===== config.mk =====
export PLATFORM = sky130hd
export DESIGN_NAME = shadow_fault_register_with_crc
export DESIGN_NICKNAME = d
export VERILOG_FILES = /design/src/sv/sfr_pkg.sv /design/src/sv/shadow_fault_register_with_crc.sv /design/src/sv/sfr_thr_regs.sv /design/src/sv/sfr_in_stage.sv /design/src/sv/sfr_core.sv
export SDC_FILE = /design/constraint.sdc
export NUM_CORES = 1
export LEC_CHECK = 0
export BUFFER_PORTS_ARGS = -buffer_cell sky130_fd_sc_hd__buf_2
export CORE_ASPECT_RATIO = 0.6
export CORE_MARGIN = 3
export CORE_UTILIZATION = 64
export CTS_BUF_LIST = sky130_fd_sc_hd__clkbuf_8 sky130_fd_sc_hd__clkbuf_16
export DETAILED_ROUTE_END_ITERATION = 8
export PLACE_DENSITY_LB_ADDON = 0.2
export SYNTH_ARGS = -nofsm -noshare
export SYNTH_HDL_FRONTEND = slang
export SYNTH_SLANG_ARGS = --single-unit

===== constraint.sdc =====
create_clock -name clk -period 20.7 [get_ports clk]
set_input_delay 2.07 -clock clk [delete_from_list [all_inputs] [get_ports clk]]
set_output_delay 2.07 -clock clk [all_outputs]
set_load 0.02 [all_outputs]

===== src/sv/sfr_pkg.sv =====
package sfr_pkg;

    localparam int unsigned MODE_W     = 3;
    localparam int unsigned MASK_W     = 16;
    localparam int unsigned CRC_W      = 16;
    localparam int unsigned WORD_W     = 32;
    localparam int unsigned THR_COUNT  = 4;
    localparam int unsigned THR_IDX_W  = 2;
    localparam int unsigned CFG_IDX_W  = 4;

    localparam logic [CRC_W-1:0]  CRC_POLY   = 16'h1021;
    localparam logic [CRC_W-1:0]  CRC_INIT   = 16'hFFFF;
    localparam logic [MASK_W-1:0] MASK_ONES  = 16'hFFFF;

    localparam logic [MODE_W-1:0] MODE_SET       = 3'd0;
    localparam logic [MODE_W-1:0] MODE_CLEAR     = 3'd1;
    localparam logic [MODE_W-1:0] MODE_RESET_ALL = 3'd2;
    localparam logic [MODE_W-1:0] MODE_SET_NR    = 3'd3;
    localparam logic [MODE_W-1:0] MODE_CLEAR_NR  = 3'd4;
    localparam logic [MODE_W-1:0] MODE_REFRESH   = 3'd5;
    localparam logic [MODE_W-1:0] MODE_CHECK     = 3'd6;

    typedef struct packed {
        logic [MODE_W-1:0] mode;
        logic [MASK_W-1:0] fault_bits;
        logic [CRC_W-1:0]  snap_crc;
    } item_t;

    // one byte, MSB first
    function automatic logic [CRC_W-1:0] crc_byte(input logic [CRC_W-1:0] crc,
                                                  input logic [7:0] data);
        logic [CRC_W-1:0] c;
        c = crc ^ {data, 8'h00};
        for (int i = 0; i < 8; i++)
        begin
            if (c[CRC_W-1])
                c = {c[CRC_W-2:0], 1'b0} ^ CRC_POLY;
            else
                c = {c[CRC_W-2:0], 1'b0};
        end
        return c;
    endfunction

    // low byte first
    function automatic logic [CRC_W-1:0] crc_word32(input logic [CRC_W-1:0] crc,
                                                    input logic [WORD_W-1:0] w);
        logic [CRC_W-1:0] c;
        c = crc;
        c = crc_byte(c, w[7:0]);
        c = crc_byte(c, w[15:8]);
        c = crc_byte(c, w[23:16]);
        c = crc_byte(c, w[31:24]);
        return c;
    endfunction

    function automatic logic [CRC_W-1:0] crc_word16(input logic [CRC_W-1:0] crc,
                                                    input logic [MASK_W-1:0] w);
        logic [CRC_W-1:0] c;
        c = crc;
        c = crc_byte(c, w[7:0]);
        c = crc_byte(c, w[15:8]);
        return c;
    endfunction

    // state carried through the 16 threshold bytes (data part split off)
    function automatic logic [CRC_W-1:0] crc_zero16(input logic [CRC_W-1:0] crc);
        logic [CRC_W-1:0] c;
        c = crc;
        for (int i = 0; i < 16; i++)
        begin
            c = crc_byte(c, 8'h00);
        end
        return c;
    endfunction

endpackage


===== src/sv/shadow_fault_register_with_crc.sv =====
// A transaction accepted into the input register passes on to the result register, where its
// result is valid; out_stall can hold it in the input register before it passes on.
// Throughput: one transaction per cycle while unstalled; the CRC is one XOR network per stage.
// The snapshot bytes are folded into the CRC before the input register.
// Reset (rst_n low, async): mask 0, shadow 0xFFFF, stored CRC 0, thresholds 0,
// both stages empty.
module shadow_fault_register_with_crc
    import sfr_pkg::*;
(
    input  logic                 clk,
    input  logic                 rst_n,
    input  logic                 cfg_wr_en,
    input  logic [CFG_IDX_W-1:0] cfg_addr,
    input  logic [WORD_W-1:0]    cfg_wdata,
    input  logic                 in_valid,
    output logic                 in_stall,
    input  logic [MODE_W-1:0]    mode,
    input  logic [MASK_W-1:0]    fault_bits,
    input  logic [WORD_W-1:0]    gyro_spike_count,
    input  logic [WORD_W-1:0]    accel_spike_count,
    input  logic [WORD_W-1:0]    buffer_fill_count,
    input  logic [WORD_W-1:0]    buffer_head_index,
    output logic                 out_valid,
    input  logic                 out_stall,
    output logic [MASK_W-1:0]    fault_mask_out,
    output logic                 shadow_consistent,
    output logic [CRC_W-1:0]     crc_now,
    output logic                 crc_matches
);

    logic             item_valid;
    item_t            item;
    logic             core_ready;
    logic [CRC_W-1:0] thr_crc;

    sfr_thr_regs u_thr (
        .clk       (clk),
        .rst_n     (rst_n),
        .cfg_wr_en (cfg_wr_en),
        .cfg_addr  (cfg_addr),
        .cfg_wdata (cfg_wdata),
        .thr_crc   (thr_crc)
    );

    sfr_in_stage u_in (
        .clk               (clk),
        .rst_n             (rst_n),
        .in_valid          (in_valid),
        .in_stall          (in_stall),
        .mode              (mode),
        .fault_bits        (fault_bits),
        .gyro_spike_count  (gyro_spike_count),
        .accel_spike_count (accel_spike_count),
        .buffer_fill_count (buffer_fill_count),
        .buffer_head_index (buffer_head_index),
        .item_valid        (item_valid),
        .item              (item),
        .core_ready        (core_ready)
    );

    sfr_core u_core (
        .clk               (clk),
        .rst_n             (rst_n),
        .item_valid        (item_valid),
        .item              (item),
        .core_ready        (core_ready),
        .thr_crc           (thr_crc),
        .out_valid         (out_valid),
        .out_stall         (out_stall),
        .fault_mask_out    (fault_mask_out),
        .shadow_consistent (shadow_consistent),
        .crc_now           (crc_now),
        .crc_matches       (crc_matches)
    );

endmodule


===== src/sv/sfr_thr_regs.sv =====
module sfr_thr_regs
    import sfr_pkg::*;
(
    input  logic                 clk,
    input  logic                 rst_n,
    input  logic                 cfg_wr_en,
    input  logic [CFG_IDX_W-1:0] cfg_addr,
    input  logic [WORD_W-1:0]    cfg_wdata,
    output logic [CRC_W-1:0]     thr_crc
);

    logic [WORD_W-1:0] thr_reg [THR_COUNT];
    logic [CRC_W-1:0]  thr_crc_reg;
    logic [CRC_W-1:0]  thr_crc_next;
    logic              wr_hit;

    assign wr_hit = cfg_wr_en && (cfg_addr < CFG_IDX_W'(THR_COUNT));

    always_ff @(posedge clk or negedge rst_n)
    begin
        if (!rst_n)
        begin
            for (int i = 0; i < THR_COUNT; i++)
            begin
                thr_reg[i] <= '0;
            end
        end
        else if (wr_hit)
        begin
            thr_reg[cfg_addr[THR_IDX_W-1:0]] <= cfg_wdata;
        end
    end

    // data-only part of the threshold bytes, zero start state
    always_comb
    begin
        thr_crc_next = '0;
        for (int i = 0; i < THR_COUNT; i++)
        begin
            thr_crc_next = crc_word32(thr_crc_next, thr_reg[i]);
        end
    end

    always_ff @(posedge clk or negedge rst_n)
    begin
        if (!rst_n)
            thr_crc_reg <= '0;
        else
            thr_crc_reg <= thr_crc_next;
    end

    assign thr_crc = thr_crc_reg;

endmodule


===== src/sv/sfr_in_stage.sv =====
module sfr_in_stage
    import sfr_pkg::*;
(
    input  logic              clk,
    input  logic              rst_n,
    input  logic              in_valid,
    output logic              in_stall,
    input  logic [MODE_W-1:0] mode,
    input  logic [MASK_W-1:0] fault_bits,
    input  logic [WORD_W-1:0] gyro_spike_count,
    input  logic [WORD_W-1:0] accel_spike_count,
    input  logic [WORD_W-1:0] buffer_fill_count,
    input  logic [WORD_W-1:0] buffer_head_index,
    output logic              item_valid,
    output item_t             item,
    input  logic              core_ready
);

    logic             valid_reg;
    logic             valid_next;
    item_t            item_reg;
    item_t            item_next;
    logic             load;
    logic [CRC_W-1:0] snap_crc;

    assign load     = !valid_reg || core_ready;
    assign in_stall = !load;

    always_comb
    begin
        snap_crc = crc_word32(CRC_INIT, gyro_spike_count);
        snap_crc = crc_word32(snap_crc, accel_spike_count);
        snap_crc = crc_word32(snap_crc, buffer_fill_count);
        snap_crc = crc_word32(snap_crc, buffer_head_index);
        item_next.mode       = mode;
        item_next.fault_bits = fault_bits;
        item_next.snap_crc   = snap_crc;
        valid_next = load ? in_valid : valid_reg;
    end

    always_ff @(posedge clk or negedge rst_n)
    begin
        if (!rst_n)
            valid_reg <= 1'b0;
        else
            valid_reg <= valid_next;
    end

    always_ff @(posedge clk)
    begin
        if (load && in_valid)
            item_reg <= item_next;
    end

    assign item_valid = valid_reg;
    assign item       = item_reg;

endmodule


===== src/sv/sfr_core.sv =====
module sfr_core
    import sfr_pkg::*;
(
    input  logic              clk,
    input  logic              rst_n,
    input  logic              item_valid,
    input  item_t             item,
    output logic              core_ready,
    input  logic [CRC_W-1:0]  thr_crc,
    output logic              out_valid,
    input  logic              out_stall,
    output logic [MASK_W-1:0] fault_mask_out,
    output logic              shadow_consistent,
    output logic [CRC_W-1:0]  crc_now,
    output logic              crc_matches
);

    logic [MASK_W-1:0] mask_reg;
    logic [MASK_W-1:0] mask_next;
    logic [MASK_W-1:0] shadow_reg;
    logic [MASK_W-1:0] shadow_next;
    logic [CRC_W-1:0]  stored_crc_reg;
    logic [CRC_W-1:0]  stored_crc_next;
    logic              refresh;
    logic              adv;
    logic [CRC_W-1:0]  pair_crc;
    logic [CRC_W-1:0]  crc_calc;

    logic              out_valid_reg;
    logic              out_valid_next;
    logic [MASK_W-1:0] fault_mask_out_reg;
    logic              shadow_consistent_reg;
    logic [CRC_W-1:0]  crc_now_reg;
    logic              crc_matches_reg;

    assign core_ready = !out_valid_reg || !out_stall;
    assign adv        = item_valid && core_ready;

    always_comb
    begin
        mask_next   = mask_reg;
        shadow_next = shadow_reg;
        refresh     = 1'b0;
        unique case (item.mode) inside
            MODE_SET:
            begin
                mask_next   = mask_reg | item.fault_bits;
                shadow_next = shadow_reg & ~item.fault_bits;
                refresh     = 1'b1;
            end
            MODE_CLEAR:
            begin
                mask_next   = mask_reg & ~item.fault_bits;
                shadow_next = shadow_reg | item.fault_bits;
                refresh     = 1'b1;
            end
            MODE_RESET_ALL:
            begin
                mask_next   = '0;
                shadow_next = MASK_ONES;
                refresh     = 1'b1;
            end
            MODE_SET_NR:
            begin
                mask_next   = mask_reg | item.fault_bits;
                shadow_next = shadow_reg & ~item.fault_bits;
            end
            MODE_CLEAR_NR:
            begin
                mask_next   = mask_reg & ~item.fault_bits;
                shadow_next = shadow_reg | item.fault_bits;
            end
            MODE_REFRESH:
            begin
                refresh = 1'b1;
            end
            default:
            begin
                refresh = 1'b0;
            end
        endcase
    end

    // CRC is linear: carry the state through the threshold bytes, add their data part
    always_comb
    begin
        pair_crc        = crc_word16(item.snap_crc, mask_next);
        pair_crc        = crc_word16(pair_crc, shadow_next);
        crc_calc        = crc_zero16(pair_crc) ^ thr_crc;
        stored_crc_next = refresh ? crc_calc : stored_crc_reg;
        out_valid_next  = adv ? 1'b1 : (out_valid_reg && out_stall);
    end

    always_ff @(posedge clk or negedge rst_n)
    begin
        if (!rst_n)
        begin
            mask_reg       <= '0;
            shadow_reg     <= MASK_ONES;
            stored_crc_reg <= '0;
            out_valid_reg  <= 1'b0;
        end
        else
        begin
            out_valid_reg <= out_valid_next;
            if (adv)
            begin
                mask_reg       <= mask_next;
                shadow_reg     <= shadow_next;
                stored_crc_reg <= stored_crc_next;
            end
        end
    end

    always_ff @(posedge clk)
    begin
        if (adv)
        begin
            fault_mask_out_reg    <= mask_next;
            shadow_consistent_reg <= ((mask_next ^ shadow_next) == MASK_ONES);
            crc_now_reg           <= crc_calc;
            crc_matches_reg       <= (crc_calc == stored_crc_next);
        end
    end

    assign out_valid         = out_valid_reg;
    assign fault_mask_out    = fault_mask_out_reg;
    assign shadow_consistent = shadow_consistent_reg;
    assign crc_now           = crc_now_reg;
    assign crc_matches       = crc_matches_reg;

    a_reset_all: assert property (@(posedge clk) disable iff (!rst_n)
        adv && (item.mode == MODE_RESET_ALL) |=>
            (mask_reg == '0) && (shadow_reg == MASK_ONES))
        else $error("reset-all did not restore the mask pair");

    a_check_holds: assert property (@(posedge clk) disable iff (!rst_n)
        adv && (item.mode == MODE_CHECK) |=>
            $stable(mask_reg) && $stable(shadow_reg) && $stable(stored_crc_reg))
        else $error("check transaction changed state");

    a_refresh_match: assert property (@(posedge clk) disable iff (!rst_n)
        adv && refresh |=> out_valid_reg && crc_matches_reg)
        else $error("refreshed CRC does not match");

    a_mask_out: assert property (@(posedge clk) disable iff (!rst_n)
        out_valid_reg |-> (fault_mask_out_reg == mask_reg))
        else $error("reported mask differs from held mask");

endmodule

## Word level (Yosys, flattened, before mapping)

Cells that the tools add are included.

| word-level totals | value |
|---|---|
| flip-flop bits (word level) | 263 |
| input port bits | 188 |
| output and inout port bits | 36 |
| word-level logic and storage cells | 926 |

| cells by class | value |
|---|---|
| magnitude comparators | 3 |
| equal/unequal tests | 7 |
| mux-type cells | 424 |
| bitwise logic cells | 459 |
| reductions and logical operators | 15 |

Operators by type and width:

| cell | count |
|---|---|
| 13-bit 2-to-1 mux | 416 |
| 3-bit NOT | 416 |
| 16-bit bitwise XOR | 36 |
| 128-bit bitwise mux | 1 |
| 16-bit one-hot mux with 3 select lines | 2 |
| 32-bit demux with 2-bit select | 1 |
| 16-bit bitwise AND | 2 |
| 32-bit 2-to-1 mux | 1 |
| 16-bit NOT | 2 |
| 16-bit bitwise OR | 2 |
| 16-bit == test | 1 |
| 16-bit == test (second input constant) | 1 |
| 16-bit 2-to-1 mux | 1 |
| 3-bit by 2-bit == test with 1-bit output (second input constant) | 2 |
| 3-bit == test (second input constant) | 2 |
| 1-bit logical AND | 5 |
| 1-bit logical NOT | 4 |
| 4-bit by 3-bit less-than comparator with 1-bit output (second input constant) | 1 |
| 2-bit OR reduction | 2 |
| 4-bit OR reduction | 1 |
| 3-bit by 1-bit == test with 1-bit output (second input constant) | 1 |
| 3-bit >= comparator (second input constant) | 1 |
| 3-bit logical NOT | 1 |
| 3-bit by 1-bit less-than comparator with 1-bit output (second input constant) | 1 |
| 3 further kinds | 5 |

## Longest topological paths before layout

| logic depth | value |
|---|---|
| depth after elaboration | 330 |
| mapped depth | 24 |
| mapped depth without buffers | 21 |

## Cells and area by module

A second synthesis with hierarchy kept.

| second synthesis, totals | value |
|---|---|
| cell total of the unflattened synthesis | 1,941 |
| area total of the unflattened synthesis | 28,733.8 um2 |

Modules (own cells, without submodules):

| module | instances | cells each | area each (um2) | sequential area each (um2) |
|---|---|---|---|---|
| sfr_thr_regs | 1 | 694 | 11,094.4 | 3,603.5 |
| sfr_core | 1 | 790 | 10,085.9 | 2,267.2 |
| sfr_in_stage | 1 | 457 | 7,553.5 | 1,076.0 |

## Least setup slack after synthesis

No wires, ideal clock.

| timing | value |
|---|---|
| kind | input port to flip-flop |
| from | in gyro_spike_count[3] |
| to | reg u_in.item_reg (netlist bit u_in.item[13]) (data pin) |
| library setup time | 268 ps |
| data arrival time | 8,597 ps |
| required time | 20,432 ps |
| slack | 11,835 ps |
| cell stages on the path | 21 |
| path buffers | 0 |
| path through | xnor3_1 > xnor2_1 > xnor3_1 > xor2_1 > xnor3_1 > xnor2_1 > xnor3_1 > xor2_1 > xor2_1 > xnor3_1 > xnor3_1 > xnor2_1 > xnor2_1 > xor2_1 > xnor2_1 > xnor2_1 > xor2_1 > xnor2_1 > xnor2_1 > xnor2_1 > xnor2_1 |

| between the ends | value |
|---|---|
| word-level cells in the longest chain between the ends | 128 |
| elaborated cells between the ends (all ways) | 243 |
| classes of those cells | mux (124); bitwise (119) |

Ends and longest elaborated chain:

| element | RTL line | source |
|---|---|---|
| start, declared | shadow_fault_register_with_crc.sv:19 | `input logic [WORD_W-1:0] gyro_spike_count,` |
| 16-bit NOT (no source line) * | - |  |
| 3-bit NOT (no source line) | - |  |
| 13-bit 2-to-1 mux * (2 in a row) | sfr_pkg.sv:36 | `if (c[CRC_W-1])` |
| 16-bit bitwise XOR * | sfr_pkg.sv:33 | `c = crc ^ {data, 8'h00};` |
| 13-bit 2-to-1 mux * | sfr_pkg.sv:36 |  |
| 13-bit 2-to-1 mux | sfr_pkg.sv:36 |  |
| 13-bit 2-to-1 mux or 16-bit bitwise XOR (tied branches) | sfr_pkg.sv:36, sfr_pkg.sv:33 |  |
| 13-bit 2-to-1 mux | sfr_pkg.sv:36 |  |
| [... 111 more ...] | - |  |
| 13-bit 2-to-1 mux (2 in a row) | sfr_pkg.sv:36 |  |
| 13-bit 2-to-1 mux * | sfr_pkg.sv:36 |  |
| 13-bit 2-to-1 mux or 3-bit NOT (tied branches) | - |  |
| 13-bit 2-to-1 mux | sfr_pkg.sv:36 |  |
| 13-bit 2-to-1 mux, or another cell as far along | sfr_pkg.sv:36 |  |
| 3-bit NOT (no source line) or 13-bit 2-to-1 mux (tied branches) | - |  |
| 13-bit 2-to-1 mux * | sfr_pkg.sv:36 |  |
| via u_in.snap_crc[13] | sfr_in_stage.sv:24 | `logic [CRC_W-1:0] snap_crc;` |
| end signal, assigned | sfr_in_stage.sv:52 | `item_reg <= item_next;` |
| end, declared | sfr_in_stage.sv:21 | `item_t item_reg;` |

Mark *: on every way through the listed nets, which the timed path passes. The rest lies on a longest branch.
A chain may end at the register's enable or synchronous reset.

## Worst setup path in the final report

| timing | value |
|---|---|
| from | in gyro_spike_count[3] |
| to | reg u_in.item_reg (netlist bit u_in.item[7]) (data pin) |

| between the ends | value |
|---|---|
| word-level cells in the longest chain between the ends | 133 |
| elaborated cells between the ends (all ways) | 246 |
| classes of those cells | mux (125); bitwise (121) |

Ends and longest elaborated chain:

| element | RTL line |
|---|---|
| 16-bit NOT (no source line) * | - |
| 3-bit NOT (no source line) | - |
| 13-bit 2-to-1 mux * (2 in a row) | sfr_pkg.sv:36 |
| 16-bit bitwise XOR * | sfr_pkg.sv:33 |
| 13-bit 2-to-1 mux * | sfr_pkg.sv:36 |
| 13-bit 2-to-1 mux | sfr_pkg.sv:36 |
| 13-bit 2-to-1 mux or 16-bit bitwise XOR (tied branches) | sfr_pkg.sv:36, sfr_pkg.sv:33 |
| 13-bit 2-to-1 mux | sfr_pkg.sv:36 |
| [... 113 more ...] | - |
| 13-bit 2-to-1 mux | sfr_pkg.sv:36 |
| 16-bit bitwise XOR * | sfr_pkg.sv:33 |
| 13-bit 2-to-1 mux | sfr_pkg.sv:36 |
| 13-bit 2-to-1 mux * | sfr_pkg.sv:36 |
| 13-bit 2-to-1 mux (3 in a row) | sfr_pkg.sv:36 |
| 3-bit NOT (no source line) | - |
| 13-bit 2-to-1 mux * (3 in a row) | sfr_pkg.sv:36 |
| via u_in.snap_crc[7] | sfr_in_stage.sv:24 |

Marked as above.

==> impl_metrics.csv <==
group,metric,value,unit
global_route,grt_use_met1,48.26,%
finish,fillCellCount,2632,
sta,grt_setup_unrepaired,"false",
clock_tree,clk_path_buf_depth,3,
die,dieWidth,262.0,um
synthesis,synth-adder-area-share,0,%
worst_setup_path,worst_r2r_path_depth,21,
global_route,grt_use_met2,42.08,%
finish,layout.nets,2245,
global_route,grt_overflow,0,
routing,dr.first_iter.drc_count,1332,
routing,drtAntennaViolNets,0,
clock_tree,cts.sinks,263,
worst_setup_path,worstPathMaxFanout,4,
synthesis,synth_top_family_by_area,"XOR/XNOR gates",
die,rows,55,
sta,slew-limit-headroom,30.65,%
sta,finalClockSkew,0.01086,ns
die,dieArea,41810,um2
sta,fin_crit_sh,45.17,%
global_route,grt_max_degree,70,
finish,largest_reg_flops,128,
synthesis,synth_xor_area_share,59.54,%
synthesis,yosys.area_share.simple,2.600,%
routing,drtPass1Iterations,6,
synthesis,synth_commonest_cells,"xnor2_1, xnor3_1, xor2_1",
synthesis,yosys_warnings,0,
global_route,grt_usage,29.95,%
finish,multi_input_area,18030,um2
synthesis,yosysUniqueCellTypes,56,
placed_design,dp_hpwl,50640,um
synthesis,synth_edf_count,69,
worst_setup_path,path_class,"in -> reg",
worst_setup_path,crit_path_start_kind,"input pin",
clock_tree,cts_buffers,26,
sta,final-hold-violation-count,0,
sta,fmax,0.1069,GHz
synthesis,muxShareOfSynthArea,7.204,%
sta,min_period,9.350,ns
global_route,grt_antenna_before_repair,4,
clock_tree,cts_tree,"yes",
global_route,grt_pass1_vias,15110,
placed_design,portBuffers,223,
worst_hold_path,min_path_type,"reg -> reg",
sta,worstMarginPinSlew,1.035,ns
synthesis,syn_nets,2017,
global_route,grt_pass1_wl,93950,um
clock_tree,clkLatencyLatePin,0.54,ns
routing,drc,0,
worst_setup_path,critPathCaptureType,"flop",
synthesis,synth-seq-cells,263,
clock_tree,postCtsHoldBufs,0,
sta,final_max_slew_viol_count,0,
synthesis,synth_top_flop_cell,"dfrtp_1",
synthesis,seq_area_frac_synth,27.60,%
die,core_area,38260,um2
routing,viasPerCell,5.661,
run,drv_cap,0,
clock_tree,post_cts_buffers,0,
global_route,top_usage_layer,"met1",
synthesis,yosysTopAreaCell,"xnor2_1",
clock_tree,clkTransAtPathRegs,0.06,ns
synthesis,syn-cell-area,25170,um2
die,initial_utilization,65.77,%
clock_tree,htree_levels,1,
synthesis,synthTopCellsByArea,"xnor2_1, xnor3_1, dfrtp_1",
worst_hold_path,min_path_cells,2,
synthesis,synth_most_common_cell,"xnor2_1",
sta,tns,0,ns
routing,wirelength,62030,um
clock_tree,ctsResizeCount,0,
worst_setup_path,cp.arrival,9.62,ns
placed_design,globalplace.congestion,0.9327,
finish,drive_above_1_share,27.06,%
routing,wl_per_cell,23.93,um
global_route,use_met3,7.376,%
synthesis,synth-async-reset-ratio,73.76,%
routing,vias,14670,
run_status,status,"complete, no violations",
sta,setup_viol,0,
synthesis,syn-instance-count,1829,
finish,seq_area,6947,um2
die,die_y,159.6,um
synthesis,synth-compound-area-share,2.247,%
finish,area_growth,10.32,%
clock_tree,cts-root-buf,"clkbuf_16",
worst_setup_path,required,20.97,ns
die,io-pin-count,224,
synthesis,syn_area_per_cell,13.76,um2
synthesis,synthDominantCellAreaShare,21.51,%
## cells by family after synthesis
| family | after synthesis |
|---|---|
| xor gates and xnor gates | 1185 |
| DFF | 263 |
| muxes | 161 |
| and+or+nand+nor | 110 |
| AOI/OAI and AO/OA | 69 |
| buffers and inverters | 41 |
## stage by stage
stage          area [um2]  hold WS (ns)  std cells  util (%)  setup WS (ns)
2_1_floorplan       25170        0.4463       1829         -          11.83
4_1_cts             27760        0.4828       2590     72.54          11.34
6_report            27760        0.4895       2592     72.56          11.35
3_5_place_dp        26840        0.4737       2542     70.16          10.88
5_1_grt             27760        0.5080       2591     72.55          10.80
3_3_place_gp        26840        0.4553       2542     70.16          11.14
## final cells by class
cell class	instances	area share, %
flip-flops and latches	263	25.02
repair buffers	232	4.295
clock inverters	15	0.4327
diodes	2	0.01803
multi-input cells	1525	64.95
inverters	9	0.1217
clock buffers	33	2.853
well taps	513	2.312
## final timing paths
kind                                                   from                              endpoint  slack, ns
hold / removal             u_core.shadow_reg[8]$_DFFE_PN1P_      u_core.shadow_reg[8]$_DFFE_PN1P_       0.49
max in group asynchronous                             rst_n         u_thr.thr_reg[46]$_DFFE_PN0P_      17.11
min in group asynchronous                             rst_n  u_core.stored_crc_reg[7]$_DFFE_PN0P_       1.51
setup reg to reg                    u_in.item[34]$_DFFE_PP_          u_core.crc_matches$_DFFE_PP_      11.40
hold reg to reg            u_core.shadow_reg[8]$_DFFE_PN1P_      u_core.shadow_reg[8]$_DFFE_PN1P_       0.49
setup / recovery                        gyro_spike_count[3]                u_in.item[7]$_DFFE_PP_      11.35
## critical path, stage by stage
cell and delay, ns:
buf_2 0.11, xnor3_1 0.50, xnor2_1 0.45, xnor3_1 0.46, xor2_1 0.43, xnor3_1 0.47
xnor2_1 0.39, xnor3_1 0.58, xor2_1 0.21, xnor2_1 0.47, xor2_1 0.40, xor2_1 0.20
xnor3_1 0.31, xnor2_1 0.43, xnor2_2 0.19, xnor2_2 0.21, xnor2_1 0.38, xnor2_1 0.22
xnor2_1 0.39, xnor2_1 0.21, xnor2_1 0.39, xnor2_1 0.15
## cell usage in the layout (no fill, tap or decap), types with 13 or more instances in the layout
cell type / netlist / final
xnor3_1: 230 / 230
xnor2_2: 33 / 33
dfrtp_1: 178 / 178
xor2_1: 225 / 225
buf_2: 6 / 222
edfxtp_1: 69 / 69
a21oi_1: 13 / 13
clkbuf_16: 0 / 30
dfstp_2: 16 / 16
nand2_1: 25 / 25
nand2b_1: 18 / 18
xor3_1: 40 / 40
nor2_1: 14 / 14
xnor2_1: 618 / 618
xnor3_2: 17 / 17
mux2_2: 161 / 161
## metal layers
layer / part of all wire [%] / vias up
li1: - / 6684
met4: 1.2 / 2
met5: 0.018 / -
met2: 42 / 510
met3: 9.0 / 62
met1: 48 / 7415
Power is not shown: default switching activity piles up to over one toggle a cycle in this logic, so the estimate is an artifact.
